--- src/hdl/dip_pkg.sv ---
`default_nettype none
package dip_pkg;

  localparam int unsigned FracW = 52;
  localparam int unsigned SigW  = 53;
  localparam int unsigned ExpW  = 11;
  localparam int unsigned ProdW = 106;
  localparam int unsigned TexpW = 14;
  localparam int unsigned QuoW  = 56;

  localparam logic [63:0]        ONE_BITS   = 64'h3FF0_0000_0000_0000;
  localparam logic [63:0]        POS_ZERO   = 64'h0;
  localparam logic [63:0]        DEFAULT_NAN = 64'hFFF8_0000_0000_0000;
  localparam logic [ExpW-1:0]    EXP_MAX    = 11'h7FF;
  localparam logic [63:0]        QUIET_BIT  = 64'h0008_0000_0000_0000;

  // value = w * 2^texp with w normalised at bit ProdW-1 gives biased exp texp + RndOfs
  localparam logic signed [TexpW-1:0] RND_OFS = 14'sd1128;
  localparam logic signed [TexpW-1:0] MUL_OFS = 14'sd2150;
  localparam logic signed [TexpW-1:0] DIV_OFS = 14'sd918;

  function automatic logic is_nan(input logic [63:0] v);
    return (v[62:52] == EXP_MAX) && (v[51:0] != '0);
  endfunction

  function automatic logic is_inf(input logic [63:0] v);
    return (v[62:52] == EXP_MAX) && (v[51:0] == '0);
  endfunction

  function automatic logic is_zero(input logic [63:0] v);
    return v[62:0] == '0;
  endfunction

  function automatic logic [SigW-1:0] sig_of(input logic [63:0] v);
    return {(v[62:52] != '0), v[51:0]};
  endfunction

  // biased exponent, subnormals count as one
  function automatic logic signed [TexpW-1:0] exp_of(input logic [63:0] v);
    return (v[62:52] == '0) ? 14'sd1 : $signed({3'b000, v[62:52]});
  endfunction

endpackage
`default_nettype wire

--- src/hdl/double_integer_power.sv ---
// channel  | direction | signals
// ---------+-----------+---------------------------------------------------
// input    | in        | in_valid_i, in_ready_o, base_bits_i, exponent_i
// output   | out       | out_valid_o, out_ready_i, power_bits_o
//
// one item at a time; a multiply is a set-up step, shift-add steps over the
// multiplier, normalise and round and a check step; a reciprocal is a
// restoring division; multiplies follow the exponent and stop early on zero,
// one, a fixed point or a product that alternates between two values.
// reset clears the sequencer and the output slot; the next item is taken
// while a finished result still waits for out_ready_i.
`default_nettype none
module double_integer_power (
  input  wire logic        clk_i,
  input  wire logic        rst_ni,
  input  wire logic        in_valid_i,
  output logic             in_ready_o,
  input  wire logic [63:0] base_bits_i,
  input  wire logic signed [31:0] exponent_i,
  output logic             out_valid_o,
  input  wire logic        out_ready_i,
  output logic [63:0]      power_bits_o
);

  typedef enum logic [3:0] {
    S_IDLE, S_RSTART, S_RNORM, S_RDIV, S_START, S_MSTART, S_MUL,
    S_NORM, S_DENORM, S_ROUND, S_CHECK, S_FIN
  } state_e;

  localparam int unsigned PW = dip_pkg::ProdW;
  localparam int unsigned TW = dip_pkg::TexpW;

  state_e state_q, state_d;
  logic [63:0] base_q, base_d, x_q, x_d, prev_q, prev_d, y_q, y_d, res_q, res_d;
  logic have_prev_q, have_prev_d, recip_q, recip_d;
  logic [31:0] mag_q, mag_d, left_q, left_d;
  logic [PW-1:0] w_q, w_d, mcand_q, mcand_d;
  logic [dip_pkg::SigW-1:0] mplier_q, mplier_d, dvs_q, dvs_d;
  logic [dip_pkg::SigW+1:0] rem_q, rem_d;
  logic sticky_q, sticky_d, sign_q, sign_d;
  logic signed [TW-1:0] texp_q, texp_d;
  logic [5:0] cnt_q, cnt_d;
  logic [63:0] out_q, out_d;
  logic out_valid_q, out_valid_d;

  // combinational helpers
  logic [31:0] left_nx;
  logic signed [TW-1:0] ebias;
  logic [dip_pkg::SigW-1:0] r53;
  logic [dip_pkg::SigW:0] rsum;
  logic rinc;
  logic signed [TW-1:0] efin;
  logic [dip_pkg::SigW-1:0] rfin;
  logic [63:0] packed_res;
  logic [dip_pkg::SigW+1:0] rem_sub;
  logic rem_ge;

  assign left_nx = left_q - 32'd1;
  assign ebias   = texp_q + dip_pkg::RND_OFS;

  always_comb begin
    r53  = w_q[PW-1 -: dip_pkg::SigW];
    rinc = w_q[PW-1-dip_pkg::SigW] &
           ((|w_q[PW-2-dip_pkg::SigW:0]) | sticky_q | r53[0]);
    rsum = {1'b0, r53} + {{dip_pkg::SigW{1'b0}}, rinc};
    if (rsum[dip_pkg::SigW]) begin
      rfin = rsum[dip_pkg::SigW:1];
      efin = ebias + 14'sd1;
    end else begin
      rfin = rsum[dip_pkg::SigW-1:0];
      efin = ebias;
    end
    if (efin >= 14'sd2047) begin
      packed_res = {sign_q, dip_pkg::EXP_MAX, 52'h0};
    end else begin
      packed_res = {sign_q, (rfin[52] ? efin[10:0] : 11'h0), rfin[51:0]};
    end
  end

  assign rem_ge  = rem_q >= {2'b00, dvs_q};
  assign rem_sub = rem_ge ? (rem_q - {2'b00, dvs_q}) : rem_q;

  always_comb begin
    state_d     = state_q;
    base_d      = base_q;
    x_d         = x_q;
    prev_d      = prev_q;
    y_d         = y_q;
    res_d       = res_q;
    have_prev_d = have_prev_q;
    recip_d     = recip_q;
    mag_d       = mag_q;
    left_d      = left_q;
    w_d         = w_q;
    mcand_d     = mcand_q;
    mplier_d    = mplier_q;
    dvs_d       = dvs_q;
    rem_d       = rem_q;
    sticky_d    = sticky_q;
    sign_d      = sign_q;
    texp_d      = texp_q;
    cnt_d       = cnt_q;
    out_d       = out_q;
    out_valid_d = out_valid_q & ~out_ready_i;

    unique case (state_q)
      S_IDLE: begin
        if (in_valid_i) begin
          base_d = base_bits_i;
          if (exponent_i == 32'sd0) begin
            res_d   = dip_pkg::ONE_BITS;
            state_d = S_FIN;
          end else if (exponent_i[31]) begin
            mag_d   = 32'd0 - exponent_i;
            state_d = S_RSTART;
          end else begin
            mag_d   = exponent_i;
            state_d = S_START;
          end
        end
      end
      S_RSTART: begin
        recip_d = 1'b1;
        sign_d  = base_q[63];
        if (dip_pkg::is_nan(base_q)) begin
          base_d  = base_q | dip_pkg::QUIET_BIT;
          state_d = S_START;
        end else if (dip_pkg::is_zero(base_q)) begin
          base_d  = {base_q[63], dip_pkg::EXP_MAX, 52'h0};
          state_d = S_START;
        end else if (dip_pkg::is_inf(base_q)) begin
          base_d  = {base_q[63], 63'h0};
          state_d = S_START;
        end else begin
          dvs_d   = dip_pkg::sig_of(base_q);
          texp_d  = dip_pkg::exp_of(base_q);
          state_d = S_RNORM;
        end
      end
      S_RNORM: begin
        if (!dvs_q[dip_pkg::SigW-1]) begin
          dvs_d  = {dvs_q[dip_pkg::SigW-2:0], 1'b0};
          texp_d = texp_q - 14'sd1;
        end else begin
          rem_d    = {2'b00, 1'b1, 52'h0};
          w_d      = '0;
          sticky_d = 1'b0;
          cnt_d    = '0;
          state_d  = S_RDIV;
        end
      end
      S_RDIV: begin
        // quotient bits enter below the top and climb to the leading place
        w_d[PW-1:PW-dip_pkg::QuoW] = {w_q[PW-2:PW-dip_pkg::QuoW], rem_ge};
        rem_d = {rem_sub[dip_pkg::SigW:0], 1'b0};
        cnt_d = cnt_q + 6'd1;
        if (cnt_q == 6'(dip_pkg::QuoW - 1)) begin
          sticky_d = rem_sub != '0;
          texp_d   = dip_pkg::DIV_OFS - texp_q;
          state_d  = S_NORM;
        end
      end
      S_START: begin
        recip_d     = 1'b0;
        x_d         = base_q;
        have_prev_d = 1'b0;
        left_d      = mag_q - 32'd1;
        if (mag_q == 32'd1) begin
          res_d   = base_q;
          state_d = S_FIN;
        end else begin
          state_d = S_MSTART;
        end
      end
      S_MSTART: begin
        sign_d = base_q[63] ^ x_q[63];
        if (dip_pkg::is_nan(base_q)) begin
          y_d     = base_q | dip_pkg::QUIET_BIT;
          state_d = S_CHECK;
        end else if (dip_pkg::is_nan(x_q)) begin
          y_d     = x_q | dip_pkg::QUIET_BIT;
          state_d = S_CHECK;
        end else if ((dip_pkg::is_inf(base_q) && dip_pkg::is_zero(x_q)) ||
                     (dip_pkg::is_zero(base_q) && dip_pkg::is_inf(x_q))) begin
          y_d     = dip_pkg::DEFAULT_NAN;
          state_d = S_CHECK;
        end else if (dip_pkg::is_inf(base_q) || dip_pkg::is_inf(x_q)) begin
          y_d     = {base_q[63] ^ x_q[63], dip_pkg::EXP_MAX, 52'h0};
          state_d = S_CHECK;
        end else if (dip_pkg::is_zero(base_q) || dip_pkg::is_zero(x_q)) begin
          y_d     = {base_q[63] ^ x_q[63], 63'h0};
          state_d = S_CHECK;
        end else begin
          mcand_d  = {{(PW-dip_pkg::SigW){1'b0}}, dip_pkg::sig_of(base_q)};
          mplier_d = dip_pkg::sig_of(x_q);
          w_d      = '0;
          sticky_d = 1'b0;
          cnt_d    = '0;
          texp_d   = dip_pkg::exp_of(base_q) + dip_pkg::exp_of(x_q) - dip_pkg::MUL_OFS;
          state_d  = S_MUL;
        end
      end
      S_MUL: begin
        if (mplier_q[0]) begin
          w_d = w_q + mcand_q;
        end
        mcand_d  = {mcand_q[PW-2:0], 1'b0};
        mplier_d = {1'b0, mplier_q[dip_pkg::SigW-1:1]};
        cnt_d    = cnt_q + 6'd1;
        if (cnt_q == 6'(dip_pkg::SigW - 1)) begin
          state_d = S_NORM;
        end
      end
      S_NORM: begin
        if (!w_q[PW-1]) begin
          w_d    = {w_q[PW-2:0], 1'b0};
          texp_d = texp_q - 14'sd1;
        end else if (ebias < 14'sd1) begin
          state_d = S_DENORM;
        end else begin
          state_d = S_ROUND;
        end
      end
      S_DENORM: begin
        if (ebias < 14'sd1) begin
          if (w_q == '0) begin
            // everything is already in the sticky bit
            texp_d = 14'sd1 - dip_pkg::RND_OFS;
          end else begin
            sticky_d = sticky_q | w_q[0];
            w_d      = {1'b0, w_q[PW-1:1]};
            texp_d   = texp_q + 14'sd1;
          end
        end else begin
          state_d = S_ROUND;
        end
      end
      S_ROUND: begin
        if (recip_q) begin
          base_d  = packed_res;
          state_d = S_START;
        end else begin
          y_d     = packed_res;
          state_d = S_CHECK;
        end
      end
      S_CHECK: begin
        left_d = left_nx;
        if (dip_pkg::is_zero(y_q) && !dip_pkg::is_nan(y_q)) begin
          res_d   = dip_pkg::POS_ZERO;
          state_d = S_FIN;
        end else if (y_q == dip_pkg::ONE_BITS) begin
          res_d   = dip_pkg::ONE_BITS;
          state_d = S_FIN;
        end else if (y_q == x_q) begin
          res_d   = y_q;
          state_d = S_FIN;
        end else if (have_prev_q && (y_q == prev_q)) begin
          // the product alternates: parity of what is left picks the phase
          res_d   = left_nx[0] ? x_q : y_q;
          state_d = S_FIN;
        end else begin
          prev_d      = x_q;
          have_prev_d = 1'b1;
          x_d         = y_q;
          if (left_nx == 32'd0) begin
            res_d   = y_q;
            state_d = S_FIN;
          end else begin
            state_d = S_MSTART;
          end
        end
      end
      S_FIN: begin
        if (!out_valid_q || out_ready_i) begin
          out_d       = res_q;
          out_valid_d = 1'b1;
          state_d     = S_IDLE;
        end
      end
      default: state_d = S_IDLE;
    endcase
  end

  always_ff @(posedge clk_i or negedge rst_ni) begin
    if (!rst_ni) begin
      state_q     <= S_IDLE;
      out_valid_q <= 1'b0;
      have_prev_q <= 1'b0;
      recip_q     <= 1'b0;
    end else begin
      state_q     <= state_d;
      out_valid_q <= out_valid_d;
      have_prev_q <= have_prev_d;
      recip_q     <= recip_d;
    end
  end

  always_ff @(posedge clk_i) begin
    base_q   <= base_d;
    x_q      <= x_d;
    prev_q   <= prev_d;
    y_q      <= y_d;
    res_q    <= res_d;
    mag_q    <= mag_d;
    left_q   <= left_d;
    w_q      <= w_d;
    mcand_q  <= mcand_d;
    mplier_q <= mplier_d;
    dvs_q    <= dvs_d;
    rem_q    <= rem_d;
    sticky_q <= sticky_d;
    sign_q   <= sign_d;
    texp_q   <= texp_d;
    cnt_q    <= cnt_d;
    out_q    <= out_d;
  end

  assign in_ready_o   = state_q == S_IDLE;
  assign out_valid_o  = out_valid_q;
  assign power_bits_o = out_q;

endmodule
`default_nettype wire

--- config.mk ---
export PLATFORM = sky130hd
export DESIGN_NAME = double_integer_power
export DESIGN_NICKNAME = d
export VERILOG_FILES = /design/src/hdl/dip_pkg.sv /design/src/hdl/double_integer_power.sv
export SDC_FILE = /design/constraint.sdc
export NUM_CORES = 2
export LEC_CHECK = 0
export BUFFER_PORTS_ARGS = -buffer_cell sky130_fd_sc_hd__clkbuf_2
export CORE_MARGIN = 10
export CORE_UTILIZATION = 38
export CTS_BUF_LIST = sky130_fd_sc_hd__clkbuf_16
export DETAILED_ROUTE_END_ITERATION = 6
export PLACE_DENSITY = 0.62
export REMOVE_ABC_BUFFERS = 1
export SYNTH_ARGS = -nofsm -noshare
export SYNTH_HDL_FRONTEND = slang
export SYNTH_SLANG_ARGS = --single-unit
--- constraint.sdc ---
create_clock -name clk_i -period 15.9 [get_ports clk_i]
set_clock_uncertainty 0.1 [all_clocks]
set_input_delay 1.59 -clock clk_i [delete_from_list [all_inputs] [get_ports clk_i]]
set_output_delay 1.59 -clock clk_i [all_outputs]
set_load 0.1 [all_outputs]
---- Word-level counts from Yosys, hierarchy flattened ----
Cells that the tools add are included.
Widths: inputs -> output; s select.
storage, ports and cells
  input port bits ......................... 100
  word-level logic and storage cells ...... 312
  ROM bits ................................ 0
  memories ................................ 0
  bits in latches ......................... 0
  flip-flop bits (word level) ............. 850
  memory bits (writable) .................. 0
operators by class
  multipliers ............................. 0
  eq/ne operators ......................... 52
  shift-type cells ........................ 0
  reduce and logical (&&, ||, !) cells .... 69
  divide/modulo/power cells ............... 0
  bitwise gates (word level) .............. 13
  $add $sub $neg .......................... 14
  $lt $le $gt $ge ......................... 3
  multiplexer cells ....................... 134
operators with widths
  cell                  number
  $mux 106              15
  $mux 64               21
  $mux 53               10
  $pmux 64 s3           2
  $pmux 56 s6           1
  $pmux 64 s2           2
  $mux 63               4
  $pmux 50 s5           1
  $pmux 106 s2          1
  $pmux 53 s2           2
  $mux 14               14
  $logic_not 63->1      3
  $reduce_bool 52->1    3
  $eq 64x64->1          2
  $mux 55               2
  $pmux 55 s2           1
  $add 106x106->106     1
  $logic_not 106->1     1
  $logic_not 52->1      2
  $pmux 14 s6           1
  $mux 4                20
  $eq 64x62->1 const B  1
  $logic_not 32->1      2
  $pmux 32 s2           1
  other kinds (62)      172

---- Depth between registers and ports, before layout ----
  depth in word-level cells ............... 10
  depth in mapped cells ................... 18
  mapped depth without buffers ............ 18

---- Worst setup path after synthesis ----
OpenSTA, ideal clock, no wires.
  path type ............................... register to register
  from .................................... reg base_q[57]
  to ...................................... reg mcand_q[0] (enable)
  stages on the path, launching flop included .. 8
  data required time ...................... 14902 ps
  period minus slack after synthesis ...... 13298 ps
  data arrival time ....................... 12300 ps
  setup slack ............................. 2602 ps
  setup time .............................. 898 ps
  cell sequence ........................... edfxtp_1 -> nand4_1 -> nor2_1 -> nand4_1 -> inv_1 -> a21oi_1 -> nand3_1 -> o21ai_0
between the ends
  longest elaborated chain between the ends .. 6
  elaborated cells between the ends (all ways) .. 14
RTL lines
  item                            line                          RTL
  from (decl)                     double_integer_power.sv:34    logic [63:0] base_q, base_d, x_q, x_d, prev_q, prev_d, y_q, y_d, res_q, res_d;
  from (signal assigned)          double_integer_power.sv:300   base_q <= base_d;
  $eq 11x11->1                    dip_pkg.sv:23, dip_pkg.sv:27
  $logic_and 1x1->1               dip_pkg.sv:27                 return (v[62:52] == EXP_MAX) && (v[51:0] == '0);
  $logic_and 1x1->1               double_integer_power.sv:183   end else if ((dip_pkg::is_inf(base_q) && dip_pkg::is_zero(x_q)) ||
  $logic_or 1x1->1                double_integer_power.sv:183
  $ne 2x2->1 (no line)            n/a
  $reduce_and 6->1 (no line) (*)  n/a
  to (signal assigned)            double_integer_power.sv:308   mcand_q <= mcand_d;
  to (decl)                       double_integer_power.sv:37    logic [PW-1:0] w_q, w_d, mcand_q, mcand_d;
Mark *: on every way between the ends. The rest lies on a longest branch, timed or not.
A chain may end at the register's enable or synchronous reset.

---- Worst setup path after layout ----
  from .................................... reg rem_q[8] (netlist name)
  to ...................................... reg sticky_q (data pin)
between the ends
  longest elaborated chain between the ends .. 5
  elaborated cells between the ends (all ways) .. 6
RTL lines
  item                                            line                                                    RTL
  from (decl)                                     double_integer_power.sv:39                              logic [dip_pkg::SigW+1:0] rem_q, rem_d;
  from (signal assigned)                          double_integer_power.sv:311                             rem_q <= rem_d;
  $sub 55x53->55 or $ge 55x53->1 (tied branches)  double_integer_power.sv:81, double_integer_power.sv:80
  $mux 55 (*)                                     double_integer_power.sv:81                              assign rem_sub = rem_ge ? (rem_q - {2'b00, dvs_q}) : rem_q;
  $reduce_bool 55->1 (*)                          double_integer_power.sv:158                             sticky_d = rem_sub != '0;
  $mux 1 (*)                                      double_integer_power.sv:157                             if (cnt_q == 6'(dip_pkg::QuoW - 1)) begin
  $pmux 1 s4 (*)                                  double_integer_power.sv:106                             unique case (state_q)
  named net sticky_d                              double_integer_power.sv:40                              logic sticky_q, sticky_d, sign_q, sign_d;
  to (signal assigned)                            double_integer_power.sv:312                             sticky_q <= sticky_d;
  to (decl)                                       double_integer_power.sv:40
Mark *: on every way through the listed nets, which the timed path passes. The rest lies on a longest branch. The select of a mux whose other input is x is not followed.

==> results.txt <==
----------------------------------------------------
[Placement]
  GP Congestion ... 0.977
  Cell area after placement ... ~56000 um2
  Post-detail-place hpwl ... between 100 and 150 mm
  Cell Count Post-Placement ... 7370
  Input/output buffers ... 165

[Route]
  Detailed-router iteration count before antenna repair ... 6
  Violation count after the first detailed-route iteration ... slightly below 6000
  DRC violation count after routing ... 0
  Remaining number of nets flagged by the antenna check after routing ... 0
  Detail-routed net length per standard cell ... 26.0 um
  Total wire length ... around 200 mm
  Vias ... 45631
  Number of vias per cell after detailed routing ... 6.04

[Worst setup path]
  CP Class ... reg -> reg
  Worst Setup End Kind ... flip-flop
  Crit path arrival time ... 6670 ps
  Kind of start point of the critical path ... flip-flop
  Worst endpoint required time ... 16260 ps
  R2R cell count ... 14
  Highest fanout seen on the critical path ... 37

[Power and ir drop]
  Power Total ... 13.4 mW
  Pleak ... ~22 nW
  Worst ir drop on vdd ... 0.128 mV
  Power Density ... 228 nW/um2

[GRT]
  Global-route wire length before repair ... 287 mm
  Vias in the first global route ... 43041
  GRT Total Usage ... 0.240
  Antenna violations before repair ... 3
  Largest net degree at the start of global routing ... 160
  Grt total ovfl ... 0

[Yosys]
  Top cells by area, synth ... sky130_fd_sc_hd__edfxtp_1, sky130_fd_sc_hd__nand2_1, sky130_fd_sc_hd__ha_1
  Fraction of registers with async set or reset after synthesis ... 0.00824
  Count of unique library cells instantiated by Yosys ... 93
  Post-synthesis cell count ... approximately 5600
  Library cell occupying the most area in the post-synthesis netlist ... sky130_fd_sc_hd__edfxtp_1
  Sequential-to-total area share from yosys stat ... 0.480
  Number of synthesized flops with an enable pin ... ~840
  Average size of a mapped cell ... ~9.5 um2
  Yosys Warn Count ... 0
  Post-synth design cell area ... roughly 53000 um2
  Synthesis-stage register bit count ... roughly 850
  Most used flip-flop cell after synthesis ... sky130_fd_sc_hd__edfxtp_1
  Yosys top cell area share ... 0.476

[STA]
  Normalized max-slew margin ... 0.154
  Final count of hold timing violations ... 0
  Max frequency ... 159 MHz
  Tcrit/Tclk final ... 0.397
  Slew Viols, Final ... 0
  Setup repair after global routing missed its margin ... no
  Sum of negative setup slack ... 0 ps
  Total setup violations reported at the end of the flow ... 0
  Minimum clock period after layout ... approximately 6300 ps
  Actual transition at the worst max-transition pin ... 1250 ps

[Clock tree]
  Max clock buf depth ... 3
  Clock-pin slew on the worst setup and hold paths ... 60 ps
  TritonCTS Sinks ... around 850
  Clock root cell ... sky130_fd_sc_hd__clkbuf_16
  Clock tree from TritonCTS ... yes
  CTS Hold Bufs ... 0
  Post-cts repair resize count ... 0
  Post-CTS Setup Repair Bufs ... 0
  Clk Latency, worst-skew pair ... ~730 ps
  CTS H-tree lvls ... 3
  Total CTS buffers ... about 100

[Hold path]
  Hold-critical path depth ... 0
  Hold/Removal Path Class ... reg -> reg

[Flow run]
  Max-capacitance violation count ... 0

[Floorplanning]
  Number of placement rows ... 137
  Die extent in y ... 394 um
  Area of the core ... 139000 um2
  Number of top-level pins ... 166
  Starting Density ... 0.381
  Die area ... 155000 um2
  Die extent in x ... about 390 um

[Finish]
  Utilization after layout ... 0.423
  Proportion of layout cells with a drive suffix above 1 ... 0.0786
  Commonest non-fill, non-tap cells in the layout ... sky130_fd_sc_hd__nand2_1, sky130_fd_sc_hd__edfxtp_1, sky130_fd_sc_hd__o21ai_0
  Area Overhead vs Synth ... 11.0%
  Final standard cell count with taps included and fillers excluded ... between 7000 and 8000
  Fin nets ... 5891
  Most frequent standard cell in the layout excluding fill and tap cells ... sky130_fd_sc_hd__nand2_1
  Design area ... 58900 um2

[Run status]
  Status ... completed

----------------------------------------------------
[final cells by class]
class	count	area, um2
Clock inverter	81	764
Inverter	198	743
Fill cell	13770	80300
Sequential cell	849	25500
Multi-Input combinational cell	4224	25800
Timing Repair Buffer	223	1290
Tap cell	1876	2350
Antenna cell	2	5.00
Clock buffer	100	2500
[flip-flops by register name (all words and copies together) (netlist names), 53 cells and up]
name and cells:
mcand_q 106, w_q 106, base_q 64, power_bits_o 64
prev_q 64, res_q 64, x_q 64, y_q 64
rem_q 54, dvs_q 53, mplier_q 53
[cell families (layout without fill, tap and decap cells)]
logic type | count (synthesis) | after routing | share of synthesized area
adder cells (fa/ha/maj) | 196 | 196 | 0.0466
AND/OR/NAND/NOR | 2092 | 2092 | 0.182
buffers and inverters | 531 | 602 | 0.0386
other | 0 | 2 | 0
AO/OA/AOI/OAI | 1439 | 1439 | 0.169
XOR/XNOR | 425 | 425 | 0.0701
flip-flops | 849 | 849 | 0.480
multiplexers | 72 | 72 | 0.0136
[routing by layer]
metal	wire [um]	global-route usage	vias up
li1	-	-	20679
met1	79500	0.318	22070
met2	86500	0.371	2455
met3	19500	0.0563	425
met4	10700	0.112	2
met5	11	0	-
[report_power, final]
part	switching [mW]	leakage [nW]	internal, mW
logic	4.35	12.0	2.08
clock network	1.02	1.62	1.33
registers	1.06	7.88	3.58
[cell usage after synthesis, drive strengths merged (16+ instances only)]
master     n
a211oi    25
a21o      79
a21oi    329
a221o     17
a221oi    16
a22oi    154
a31oi     46
and2      30
and3      86
buf       39
clkbuf   294
edfxtp   842
ha       193
inv      197
mux2i     72
nand2   1044
nand2b    22
nand3    104
nand4    121
nor2     295
nor2b     24
nor3      99
nor4     149
o211ai    17
o21a      23
o21ai    445
o21bai    47
o22ai     44
o31ai     84
or2       21
or3       34
or4       25
xnor2    222
xor2     203
[path summary, 6_finish.rpt]
| path | end | slack [ps] | start |
|---|---|---|---|
| hold reg to reg | power_bits_o[2] | 310 | res_q[2] |
| setup / recovery | sticky_q | 9590 | rem_q[8] |
| min in group asynchronous | recip_q | 640 | rst_ni |
| hold / removal | power_bits_o[2] | 310 | res_q[2] |
| max in group asynchronous | state_q[3] | 14810 | rst_ni |
| setup reg to reg | sticky_q | 9590 | rem_q[8] |
[through the flow]
step,hold slack [ps],worst slack [ps]
floorplan,300,-2800
global placement,306,9680
detailed placement,305,9620
CTS,319,9850
global route,333,9530
finish,313,9590
[critical path, cell delays in order, from the launching register on]
cell                       delay, ps
sky130_fd_sc_hd__edfxtp_1        480
sky130_fd_sc_hd__ha_1            500
sky130_fd_sc_hd__nand3_1         160
sky130_fd_sc_hd__nand2_1         150
sky130_fd_sc_hd__a21oi_1          90
sky130_fd_sc_hd__o311ai_1       1040
sky130_fd_sc_hd__o21ai_0         490
sky130_fd_sc_hd__a211o_1         450
sky130_fd_sc_hd__nand2_2         360
sky130_fd_sc_hd__buf_4           510
sky130_fd_sc_hd__mux2i_1         530
sky130_fd_sc_hd__nand4_1         200
sky130_fd_sc_hd__nor4_1          290
sky130_fd_sc_hd__nand4_1         200
sky130_fd_sc_hd__o41a_1          450
Power figures use the tool's default switching activity.
